<file path="config.mk">
export PLATFORM = sky130hd
export DESIGN_NAME = min_max_mean_stddev_stats_top
export DESIGN_NICKNAME = d
export VERILOG_FILES = /design/src/rtl/core/mmstat_pkg.sv /design/src/rtl/core/mmstat_div.sv /design/src/rtl/core/mmstat_calc.sv /design/src/rtl/core/min_max_mean_stddev_stats_top.sv
export SDC_FILE = /design/constraint.sdc
export NUM_CORES = 2
export LEC_CHECK = 0
export ABC_AREA = 1
export BUFFER_PORTS_ARGS = -buffer_cell sky130_fd_sc_hd__buf_2
export CAP_MARGIN = 25
export CORE_ASPECT_RATIO = 2
export CORE_MARGIN = 3
export CORE_UTILIZATION = 58
export DETAILED_ROUTE_END_ITERATION = 12
export PLACE_DENSITY_LB_ADDON = 0.1
export SLEW_MARGIN = 10
export SYNTH_ARGS = -nofsm -noshare
export SYNTH_HDL_FRONTEND = slang
export SYNTH_SLANG_ARGS = --single-unit
</file>
<file path="constraint.sdc">
create_clock -name clk -period 4.38 [get_ports clk]
set_input_delay 0.657 -clock clk [delete_from_list [all_inputs] [get_ports clk]]
set_output_delay 0.657 -clock clk [all_outputs]
set_load 0.02 [all_outputs]
</file>
<file path="src/rtl/core/mmstat_pkg.sv">
`timescale 1ns / 1ps
// ----------------------------------------------------------------------------
// Block statistics package
// Widths and the types shared by the statistics core.
// ----------------------------------------------------------------------------
package mmstat_pkg;

	localparam int MAX_SAMPLES = 4096;
	localparam int SAMPLE_BITS = 16;

	localparam int COUNT_W = $clog2(MAX_SAMPLES + 1);
	localparam int SUM_W   = SAMPLE_BITS + COUNT_W;
	localparam int MAG_W   = SUM_W - 1;
	localparam int SQ_W    = 2 * SAMPLE_BITS + COUNT_W - 2;
	localparam int VAR_W   = SQ_W + COUNT_W;
	localparam int X_W     = 2 * SAMPLE_BITS;
	localparam int RM_W    = SAMPLE_BITS + 2;
	localparam int CNT_W   = $clog2(MAG_W + 1);
	localparam int DCNT_W  = $clog2(VAR_W + 1);

	localparam int IN_DATA_W  = ((SAMPLE_BITS + 7) / 8) * 8;
	localparam int OUT_BITS   = 4 * SAMPLE_BITS + COUNT_W;
	localparam int OUT_DATA_W = ((OUT_BITS + 7) / 8) * 8;

	typedef struct packed {
		logic [COUNT_W-1:0]    n;
		logic signed [SUM_W-1:0] sum;
		logic [SQ_W-1:0]       sumsq;
	} calc_in_t;

	typedef struct packed {
		logic [SAMPLE_BITS-1:0] mean;
		logic [SAMPLE_BITS-1:0] std_dev;
	} calc_res_t;

endpackage

</file>
<file path="src/rtl/core/mmstat_div.sv">
`timescale 1ns / 1ps
// ----------------------------------------------------------------------------
// Serial divider
// Restoring division, one quotient bit per cycle, by the block sample count.
// ----------------------------------------------------------------------------
module mmstat_div
	import mmstat_pkg::*;
(
	input  logic               clk,
	input  logic               arst_n,
	input  logic               start,
	input  logic [VAR_W-1:0]   dividend,
	input  logic [COUNT_W-1:0] divisor,
	output logic               done,
	output logic [VAR_W-1:0]   quot,
	output logic               rem_nz
);

	logic [VAR_W-1:0]   q_q;
	logic [COUNT_W-1:0] r_q;
	logic [COUNT_W-1:0] d_q;
	logic [DCNT_W-1:0]  cnt_q;
	logic               busy_q;
	logic               done_q;

	logic [COUNT_W:0]   trial;
	logic [COUNT_W:0]   diff;
	logic               ge;
	logic [COUNT_W-1:0] r_next;

	always_comb begin
		trial  = {r_q, q_q[VAR_W-1]};
		diff   = trial - {1'b0, d_q};
		ge     = trial >= {1'b0, d_q};
		r_next = ge ? diff[COUNT_W-1:0] : trial[COUNT_W-1:0];
	end

	always_ff @(posedge clk or negedge arst_n) begin
		if (!arst_n) begin
			busy_q <= 1'b0;
			done_q <= 1'b0;
			cnt_q  <= '0;
		end else begin
			done_q <= 1'b0;
			if (start) begin
				busy_q <= 1'b1;
				cnt_q  <= DCNT_W'(VAR_W - 1);
			end else if (busy_q) begin
				cnt_q <= cnt_q - DCNT_W'(1);
				if (cnt_q == '0) begin
					busy_q <= 1'b0;
					done_q <= 1'b1;
				end
			end
		end
	end

	always_ff @(posedge clk) begin
		if (start) begin
			q_q <= dividend;
			r_q <= '0;
			d_q <= divisor;
		end else if (busy_q) begin
			q_q <= {q_q[VAR_W-2:0], ge};
			r_q <= r_next;
		end
	end

	assign done   = done_q;
	assign quot   = q_q;
	assign rem_nz = |r_q;

endmodule

</file>
<file path="src/rtl/core/mmstat_calc.sv">
`timescale 1ns / 1ps
// ----------------------------------------------------------------------------
// Block end calculation
// Serial shift-add variance numerator, serial divides, two-bit square root.
// ----------------------------------------------------------------------------
module mmstat_calc
	import mmstat_pkg::*;
(
	input  logic      clk,
	input  logic      arst_n,
	input  logic      start,
	input  calc_in_t  opnd,
	input  logic      ack,
	output logic      done,
	output calc_res_t res
);

	localparam logic [2:0] C_IDLE  = 3'd0;
	localparam logic [2:0] C_MULA  = 3'd1;
	localparam logic [2:0] C_MULB  = 3'd2;
	localparam logic [2:0] C_DIVM  = 3'd3;
	localparam logic [2:0] C_DIVV1 = 3'd4;
	localparam logic [2:0] C_DIVV2 = 3'd5;
	localparam logic [2:0] C_SQRT  = 3'd6;
	localparam logic [2:0] C_DONE  = 3'd7;

	logic [2:0]             state_q;
	logic [CNT_W-1:0]       cnt_q;
	logic [COUNT_W-1:0]     n_q;
	logic [COUNT_W-1:0]     nsh_q;
	logic                   neg_q;
	logic [MAG_W-1:0]       mag_q;
	logic [MAG_W-1:0]       ash_q;
	logic [VAR_W-1:0]       sq_q;
	logic [VAR_W-1:0]       p_q;
	logic                   div_go_q;
	logic [SAMPLE_BITS-1:0] mean_q;
	logic [X_W-1:0]         x_q;
	logic [SAMPLE_BITS-1:0] rt_q;
	logic [RM_W-1:0]        rm_q;

	logic [SUM_W-1:0]       sum_abs;
	logic [VAR_W-1:0]       div_dividend;
	logic                   div_done;
	logic [VAR_W-1:0]       div_quot;
	logic                   div_rem_nz;
	logic [SAMPLE_BITS-1:0] q_low;
	logic [SAMPLE_BITS-1:0] mean_next;
	logic [RM_W+1:0]        rm_sh;
	logic [RM_W+1:0]        rt_trial;
	logic [RM_W+1:0]        rm_diff;
	logic                   rt_ge;

	always_comb begin
		sum_abs   = opnd.sum[SUM_W-1] ? (SUM_W'(0) - opnd.sum) : opnd.sum;
		q_low     = div_quot[SAMPLE_BITS-1:0];
		mean_next = neg_q ? (SAMPLE_BITS'(0) - q_low - SAMPLE_BITS'(div_rem_nz)) : q_low;
		rm_sh     = {rm_q, x_q[X_W-1:X_W-2]};
		rt_trial  = {2'b00, rt_q, 2'b01};
		rm_diff   = rm_sh - rt_trial;
		rt_ge     = rm_sh >= rt_trial;
		unique case (state_q)
			C_DIVM:  div_dividend = VAR_W'(mag_q);
			C_DIVV1: div_dividend = p_q;
			default: div_dividend = div_quot;
		endcase
	end

	mmstat_div u_div (
		.clk      (clk),
		.arst_n   (arst_n),
		.start    (div_go_q),
		.dividend (div_dividend),
		.divisor  (n_q),
		.done     (div_done),
		.quot     (div_quot),
		.rem_nz   (div_rem_nz)
	);

	always_ff @(posedge clk or negedge arst_n) begin
		if (!arst_n) begin
			state_q  <= C_IDLE;
			cnt_q    <= '0;
			div_go_q <= 1'b0;
		end else begin
			div_go_q <= 1'b0;
			unique case (state_q)
				C_IDLE: begin
					if (start) begin
						state_q <= C_MULA;
						cnt_q   <= CNT_W'(COUNT_W - 1);
					end
				end
				C_MULA: begin
					cnt_q <= cnt_q - CNT_W'(1);
					if (cnt_q == '0) begin
						state_q <= C_MULB;
						cnt_q   <= CNT_W'(MAG_W - 1);
					end
				end
				C_MULB: begin
					cnt_q <= cnt_q - CNT_W'(1);
					if (cnt_q == '0) begin
						state_q  <= C_DIVM;
						div_go_q <= 1'b1;
					end
				end
				C_DIVM: begin
					if (div_done) begin
						state_q  <= C_DIVV1;
						div_go_q <= 1'b1;
					end
				end
				C_DIVV1: begin
					if (div_done) begin
						state_q  <= C_DIVV2;
						div_go_q <= 1'b1;
					end
				end
				C_DIVV2: begin
					if (div_done) begin
						state_q <= C_SQRT;
						cnt_q   <= CNT_W'(SAMPLE_BITS - 1);
					end
				end
				C_SQRT: begin
					cnt_q <= cnt_q - CNT_W'(1);
					if (cnt_q == '0) begin
						state_q <= C_DONE;
					end
				end
				C_DONE: begin
					if (ack) begin
						state_q <= C_IDLE;
					end
				end
				default: state_q <= C_IDLE;
			endcase
		end
	end

	always_ff @(posedge clk) begin
		unique case (state_q)
			C_IDLE: begin
				n_q   <= opnd.n;
				nsh_q <= opnd.n;
				neg_q <= opnd.sum[SUM_W-1];
				mag_q <= sum_abs[MAG_W-1:0];
				sq_q  <= VAR_W'(opnd.sumsq);
				p_q   <= '0;
			end
			C_MULA: begin
				if (nsh_q[0]) begin
					p_q <= p_q + sq_q;
				end
				nsh_q <= nsh_q >> 1;
				if (cnt_q == '0) begin
					sq_q  <= VAR_W'(mag_q);
					ash_q <= mag_q;
				end else begin
					sq_q <= sq_q << 1;
				end
			end
			C_MULB: begin
				if (ash_q[0]) begin
					p_q <= p_q - sq_q;
				end
				sq_q  <= sq_q << 1;
				ash_q <= ash_q >> 1;
			end
			C_DIVM: begin
				if (div_done) begin
					mean_q <= mean_next;
				end
			end
			C_DIVV2: begin
				if (div_done) begin
					x_q  <= div_quot[X_W-1:0];
					rt_q <= '0;
					rm_q <= '0;
				end
			end
			C_SQRT: begin
				x_q <= x_q << 2;
				if (rt_ge) begin
					rm_q <= rm_diff[RM_W-1:0];
					rt_q <= {rt_q[SAMPLE_BITS-2:0], 1'b1};
				end else begin
					rm_q <= rm_sh[RM_W-1:0];
					rt_q <= {rt_q[SAMPLE_BITS-2:0], 1'b0};
				end
			end
			default: begin
			end
		endcase
	end

	assign done        = (state_q == C_DONE);
	assign res.mean    = mean_q;
	assign res.std_dev = rt_q;

endmodule

</file>
<file path="src/rtl/core/min_max_mean_stddev_stats_top.sv">
`timescale 1ns / 1ps
// ----------------------------------------------------------------------------
// Block statistics top level
// Minimum, maximum, floored mean and population standard deviation of a
// block of signed Q11.4 samples, one result per block.
//
//   port group  dir  tdata bits (low to high)                        tlast
//   s_*         in   sample[15:0]                                    last
//   m_*         out  minimum, maximum, mean, std_dev, sample_count   -
//
// Samples transfer one per cycle while s_tready is high. The item that ends a
// block (tlast, or the 4096th sample) starts the end calculation: 13 multiply
// and 28 subtract steps, three divider passes and 16 root steps hold s_tready
// low, longer while the previous result is still unaccepted. The next block
// streams in while the result waits in the output register.
// arst_n clears all control state and the running count and sums.
// ----------------------------------------------------------------------------
module min_max_mean_stddev_stats_top
	import mmstat_pkg::*;
(
	input  logic                  clk,
	input  logic                  arst_n,
	input  logic                  s_tvalid,
	output logic                  s_tready,
	input  logic [IN_DATA_W-1:0]  s_tdata,   // sample
	input  logic                  s_tlast,
	output logic                  m_tvalid,
	input  logic                  m_tready,
	output logic [OUT_DATA_W-1:0] m_tdata    // minimum, maximum, mean, std_dev, sample_count
);

	localparam logic ST_ACC  = 1'b0;
	localparam logic ST_CALC = 1'b1;

	logic                          state_q;
	logic                          calc_start_q;
	logic [COUNT_W-1:0]            count_q;
	logic signed [SAMPLE_BITS-1:0] min_q;
	logic signed [SAMPLE_BITS-1:0] max_q;
	logic signed [SUM_W-1:0]       sum_q;
	logic [SQ_W-1:0]               sumsq_q;
	logic                          m_tvalid_q;
	logic [OUT_DATA_W-1:0]         m_tdata_q;

	logic                          accept;
	logic                          first;
	logic                          blk_end;
	logic [COUNT_W-1:0]            count_inc;
	logic signed [SAMPLE_BITS-1:0] sample;
	logic [SAMPLE_BITS-1:0]        mag;
	logic [X_W-1:0]                sq;
	logic                          take;
	logic                          calc_done;
	calc_in_t                      opnd;
	calc_res_t                     res;

	always_comb begin
		sample    = signed'(s_tdata[SAMPLE_BITS-1:0]);
		mag       = sample[SAMPLE_BITS-1] ? (SAMPLE_BITS'(0) - sample) : sample;
		sq        = X_W'(mag) * X_W'(mag);
		accept    = s_tvalid && s_tready;
		first     = (count_q == '0);
		count_inc = count_q + COUNT_W'(1);
		blk_end   = s_tlast || (count_inc == COUNT_W'(MAX_SAMPLES));
		take      = (state_q == ST_CALC) && calc_done && (!m_tvalid_q || m_tready);
		opnd.n     = count_q;
		opnd.sum   = sum_q;
		opnd.sumsq = sumsq_q;
	end

	mmstat_calc u_calc (
		.clk    (clk),
		.arst_n (arst_n),
		.start  (calc_start_q),
		.opnd   (opnd),
		.ack    (take),
		.done   (calc_done),
		.res    (res)
	);

	always_ff @(posedge clk or negedge arst_n) begin
		if (!arst_n) begin
			state_q      <= ST_ACC;
			calc_start_q <= 1'b0;
			count_q      <= '0;
			min_q        <= '0;
			max_q        <= '0;
			sum_q        <= '0;
			sumsq_q      <= '0;
			m_tvalid_q   <= 1'b0;
		end else begin
			calc_start_q <= 1'b0;
			if (take) begin
				m_tvalid_q <= 1'b1;
			end else if (m_tready) begin
				m_tvalid_q <= 1'b0;
			end
			if (accept) begin
				count_q <= count_inc;
				sum_q   <= sum_q + SUM_W'(sample);
				sumsq_q <= sumsq_q + SQ_W'(sq);
				if (first || sample < min_q) begin
					min_q <= sample;
				end
				if (first || sample > max_q) begin
					max_q <= sample;
				end
				if (blk_end) begin
					state_q      <= ST_CALC;
					calc_start_q <= 1'b1;
				end
			end else if (take) begin
				state_q <= ST_ACC;
				count_q <= '0;
				min_q   <= '0;
				max_q   <= '0;
				sum_q   <= '0;
				sumsq_q <= '0;
			end
		end
	end

	always_ff @(posedge clk) begin
		if (take) begin
			m_tdata_q <= OUT_DATA_W'({count_q, res.std_dev, res.mean, max_q, min_q});
		end
	end

	assign s_tready = (state_q == ST_ACC);
	assign m_tvalid = m_tvalid_q;
	assign m_tdata  = m_tdata_q;

endmodule
</file>
==> metrics list <==
- The flow ran to the end, but the final reports show violations.
- The final reports fail on hold timing, setup timing.
- The first TritonRoute pass finished after 6 iterations.
* Number of vias in the routed layout: 39420
- Critical path endpoint category: register
* HP Class: in2async
- Setup total negative slack on the finished layout was measured at -56.18 ns.
* Critical path's top delay family: adder cells
- CTS tree: built
* Post-route DRC: 0
- The most numerous cell type found on the critical path is sky130_fd_sc_hd__fa_1.
* Number of buffers created by CTS: 54
- Summing all flip-flop and latch instances after layout gives 16390 um2.
* Final routed wirelength across all metal layers: 149200 um
- Synthesis produced a netlist whose cell count is 5555.
- For the pin with the worst max-slew slack, the measured transition is 1.014 ns.
- Entering global routing, the biggest net connects 110 pins.
- The initial antenna violation count is 2.
- For the worst-skew pair, the clock arrives at the later sink with an insertion delay of 0.67 ns.
- The total area inside the core boundary comes to 74980 um2.
* Die footprint: 79390 um2
* Number of rows created at floorplan: 142
- Static timing analysis puts the maximum clock frequency at 162.3 MHz.
* Ys Warns: 0
- Input and output buffers added on the ports amount to 99.
* Cell types occupying the most area after synthesis: sky130_fd_sc_hd__edfxtp_1 29%, sky130_fd_sc_hd__nand2_1 12%, sky130_fd_sc_hd__fa_1 9.0%
- Global routing consumed, over all layers together, a little under two fifths of the routing resources.
* Maximum single-stage delay on the critical path: between 0.5 and 0.6 ns
- Critical-path maximum fanout: 5
- Across the routed clock network, the largest skew measured is roughly 0.033 ns.
- The post-route netlist has 15.52% of its cells at a drive strength greater than 1.
* Clock Tree Root: sky130_fd_sc_hd__clkbuf_16
- Slowest cell on crit path: sky130_fd_sc_hd__fa_1
- Setup repair after global routing could not meet its margin everywhere.
- In this run, post-CTS hold repair placed 0 buffers.
- Max-cap violations in this run came to 0.
- Initial core utilization: 58.67%
- For this block, the initial DRC count from the detailed router was 2677.
- Total count of max-transition violations in the final report: 0
- Measured against its own limit, the worst slew margin works out to 32.30%.
- The synthesized netlist contains 60 unique library cells.
* Count of nets left with antenna violations after detail routing: 0
* Critical Setup Path Class: in2reg
- The number of global-route vias before repair is 40520.
* Die boundary width: 200.7 um
* Share of Yosys cell area claimed by the top area cell type: 28.87%
- Setup slack on the critical path of the routed design comes to -1.780 ns.
* Count of final setup violators: 36
* Per-instance average area after synthesis: slightly below 8 um2
* Data arrival, critical path: about 6.7 ns
- Routability Congestion: 0.9955
- The biggest area contributor in the post-synthesis netlist is sky130_fd_sc_hd__edfxtp_1.
* CTS Buffer Depth: 3
- Summing the sequential cell areas from Yosys gives 37.26% of the chip area.
- In the routed layout, each cell is associated on average with a via count of between 5 and 6.
- Counting both buffers and inverters, the worst setup path holds a total of 10.
* CTS H-Tree Depth: 2
* Startpoint type of the worst setup path: input port
- Register bit total from synthesis: about 570
- Syn Std Cell Area: 43990 um2
* Fill count: 6404
* Clock transition at the registers of the reported paths: 0.06 ns
- Die Y-Extent: just under 400 um
- The smallest clock period supported by the final layout is computed as just over 6 ns.
- Summing all multi-input logic gate instances after layout gives around 25000 um2.
* NumNets Final: 6482
* Sum of overflow across all layers after global routing: 0
* DPL Wire Length: 120100 um
* Final hold violation count: 2
* CTS sink count: 573
- The tightest hold path in the finished design has a slack of -0.007853 ns.
- Area growth from synthesis to layout: 17.78%
* Share of the clock period used by the worst path: 140.6%
- The first global-routing pass estimated 224000 um of wire.
* Routed wirelength normalized by instance count: 21.21 um
* # IOs: roughly 100
- STA puts the critical path data required time at 4.92 ns.
## flip-flops by register name (all words and copies together), names as in the netlist, 16 cells and up
| name | cells |
|---|---|
| m_tdata | 77 |
| u_calc.ash_q | 28 |
| max_q | 16 |
| u_calc.mag_q | 28 |
| u_calc.rm_q | 18 |
| u_calc.mean_q | 16 |
| sum_q | 29 |
| u_calc.rt_q | 16 |
| u_calc.p_q | 56 |
| u_calc.x_q | 32 |
| min_q | 16 |
| u_calc.sq_q | 56 |
| u_calc.u_div.quot | 56 |
| sumsq_q | 43 |
## synthesized netlist by cell type, drive strengths merged
| library cell | number |
|---|---|
| a32oi | 2 |
| inv | 1042 |
| or2 | 24 |
| buf | 50 |
| o31ai | 3 |
| ha | 281 |
| conb | 2 |
| o21a | 7 |
| xnor2 | 30 |
| o22ai | 38 |
| a22oi | 1 |
| a21o | 22 |
| a221oi | 27 |
| clkbuf | 68 |
| nand3b | 14 |
| o211ai | 12 |
| fa | 198 |
| o21bai | 19 |
| nand4 | 60 |
| nor3 | 71 |
| a31oi | 6 |
| and3 | 4 |
| a22o | 2 |
| nand3 | 218 |
| o21ai | 403 |
| a21boi | 7 |
| dfrtp | 137 |
| nand2b | 1 |
| a21oi | 325 |
| dfxtp | 13 |
| nor2 | 525 |
| nor4 | 13 |
| o32ai | 3 |
| edfxtp | 423 |
| a32o | 1 |
| nor3b | 4 |
| and2 | 6 |
| a31o | 2 |
| nand2 | 1387 |
| xor2 | 104 |
## kinds of logic (layout without fill, tap and decap cells)
kind of cell | count (synthesis) | after routing | synth area share, %
buffers and inverters | 1160 | 1619 | 10.08
other | 2 | 15 | 0.01707
flip-flops | 573 | 573 | 37.26
adder cells (fa/ha/maj) | 479 | 479 | 17.00
AND/OR/NAND/NOR | 2327 | 2327 | 21.93
AO/OA/AOI/OAI | 880 | 880 | 10.93
XOR/XNOR | 134 | 134 | 2.787
## area by class of cell
| type | instances | share of cell area, % |
|---|---|---|
| antenna | 1 | 0.004830 |
| clock buffer | 61 | 2.697 |
| clock inverter | 39 | 0.7897 |
| inverter | 1042 | 7.677 |
| multi-input combinational | 3834 | 47.69 |
| sequential | 573 | 31.64 |
| tap | 1008 | 2.434 |
| timing repair buffer | 477 | 7.064 |
## what timing repair did
item	4_1_cts	5_1_grt
pin swaps	53	37
resized for setup	146	91
setup endpoints to repair	37	51
setup buffers	12	23
## per-layer routing
layer / up-vias / global-route usage [%] / wire length, um
li1: 18700 / - / -
met1: 18630 / 33.19 / 45880
met2: 1421 / 70.37 / 79330
met3: 676 / 4.183 / 6295
met4: 0 / 34.69 / 17700
met5: - / 0 / 0
## cells in the final DEF (no fill, tap or decap), types with 12 or more instances in the layout
cell type and instances:
sky130_fd_sc_hd__a21o_1 22, sky130_fd_sc_hd__a21oi_1 292, sky130_fd_sc_hd__a21oi_2 17, sky130_fd_sc_hd__a21oi_4 16, sky130_fd_sc_hd__a221oi_1 27, sky130_fd_sc_hd__buf_12 15, sky130_fd_sc_hd__buf_2 96, sky130_fd_sc_hd__buf_4 334
sky130_fd_sc_hd__buf_6 29, sky130_fd_sc_hd__clkbuf_16 54, sky130_fd_sc_hd__conb_1 14, sky130_fd_sc_hd__dfrtp_1 136, sky130_fd_sc_hd__dfxtp_1 13, sky130_fd_sc_hd__edfxtp_1 423, sky130_fd_sc_hd__fa_1 192, sky130_fd_sc_hd__ha_1 252
sky130_fd_sc_hd__ha_4 26, sky130_fd_sc_hd__inv_1 977, sky130_fd_sc_hd__inv_2 50, sky130_fd_sc_hd__nand2_1 1315, sky130_fd_sc_hd__nand2_2 47, sky130_fd_sc_hd__nand2_4 21, sky130_fd_sc_hd__nand3_1 203, sky130_fd_sc_hd__nand3_2 13
sky130_fd_sc_hd__nand3b_1 14, sky130_fd_sc_hd__nand4_1 58, sky130_fd_sc_hd__nor2_1 448, sky130_fd_sc_hd__nor2_2 36, sky130_fd_sc_hd__nor2_4 40, sky130_fd_sc_hd__nor3_1 62, sky130_fd_sc_hd__nor4_1 12, sky130_fd_sc_hd__o211ai_1 12
sky130_fd_sc_hd__o21ai_0 357, sky130_fd_sc_hd__o21ai_1 23, sky130_fd_sc_hd__o21ai_2 15, sky130_fd_sc_hd__o21bai_1 18, sky130_fd_sc_hd__o22ai_1 36, sky130_fd_sc_hd__or2_2 17, sky130_fd_sc_hd__xnor2_1 27, sky130_fd_sc_hd__xor2_1 99
## per-stage QoR
stage | utilization [%] | instance area, um2 | worst slack [ns] | std cells
floorplan | - | 44830 | -2.034 | 5567
global placement | 65.06 | 48780 | -2.603 | 6897
detailed placement | 65.08 | 48800 | -2.660 | 6898
CTS | 68.36 | 51250 | -1.694 | 7010
global route | 69.10 | 51810 | -2.079 | 7034
finish | 69.10 | 51810 | -1.780 | 7035
## path summary, 6_finish.rpt
check | endpoint | start | depth (start not counted) | slack (ns)
worst max-delay path | sumsq_q[39] | s_tdata[1] | 34 | -1.78
worst min-delay path | sumsq_q[40] | arst_n | 1 | -0.008
worst max register to register | u_calc.p_q[45] | u_calc.sq_q[42] | 19 | 0.13
worst min register to register | m_tdata[40] | u_calc.mean_q[8] | 0 | 0.42
max in group asynchronous | min_q[2] | arst_n | 2 | 3.30
min in group clk | m_tvalid | m_tready | 2 | 0.21
Power is left out: the tool's default activity adds up to more than one toggle a clock period on the data nets, which glitch-free logic cannot reach.
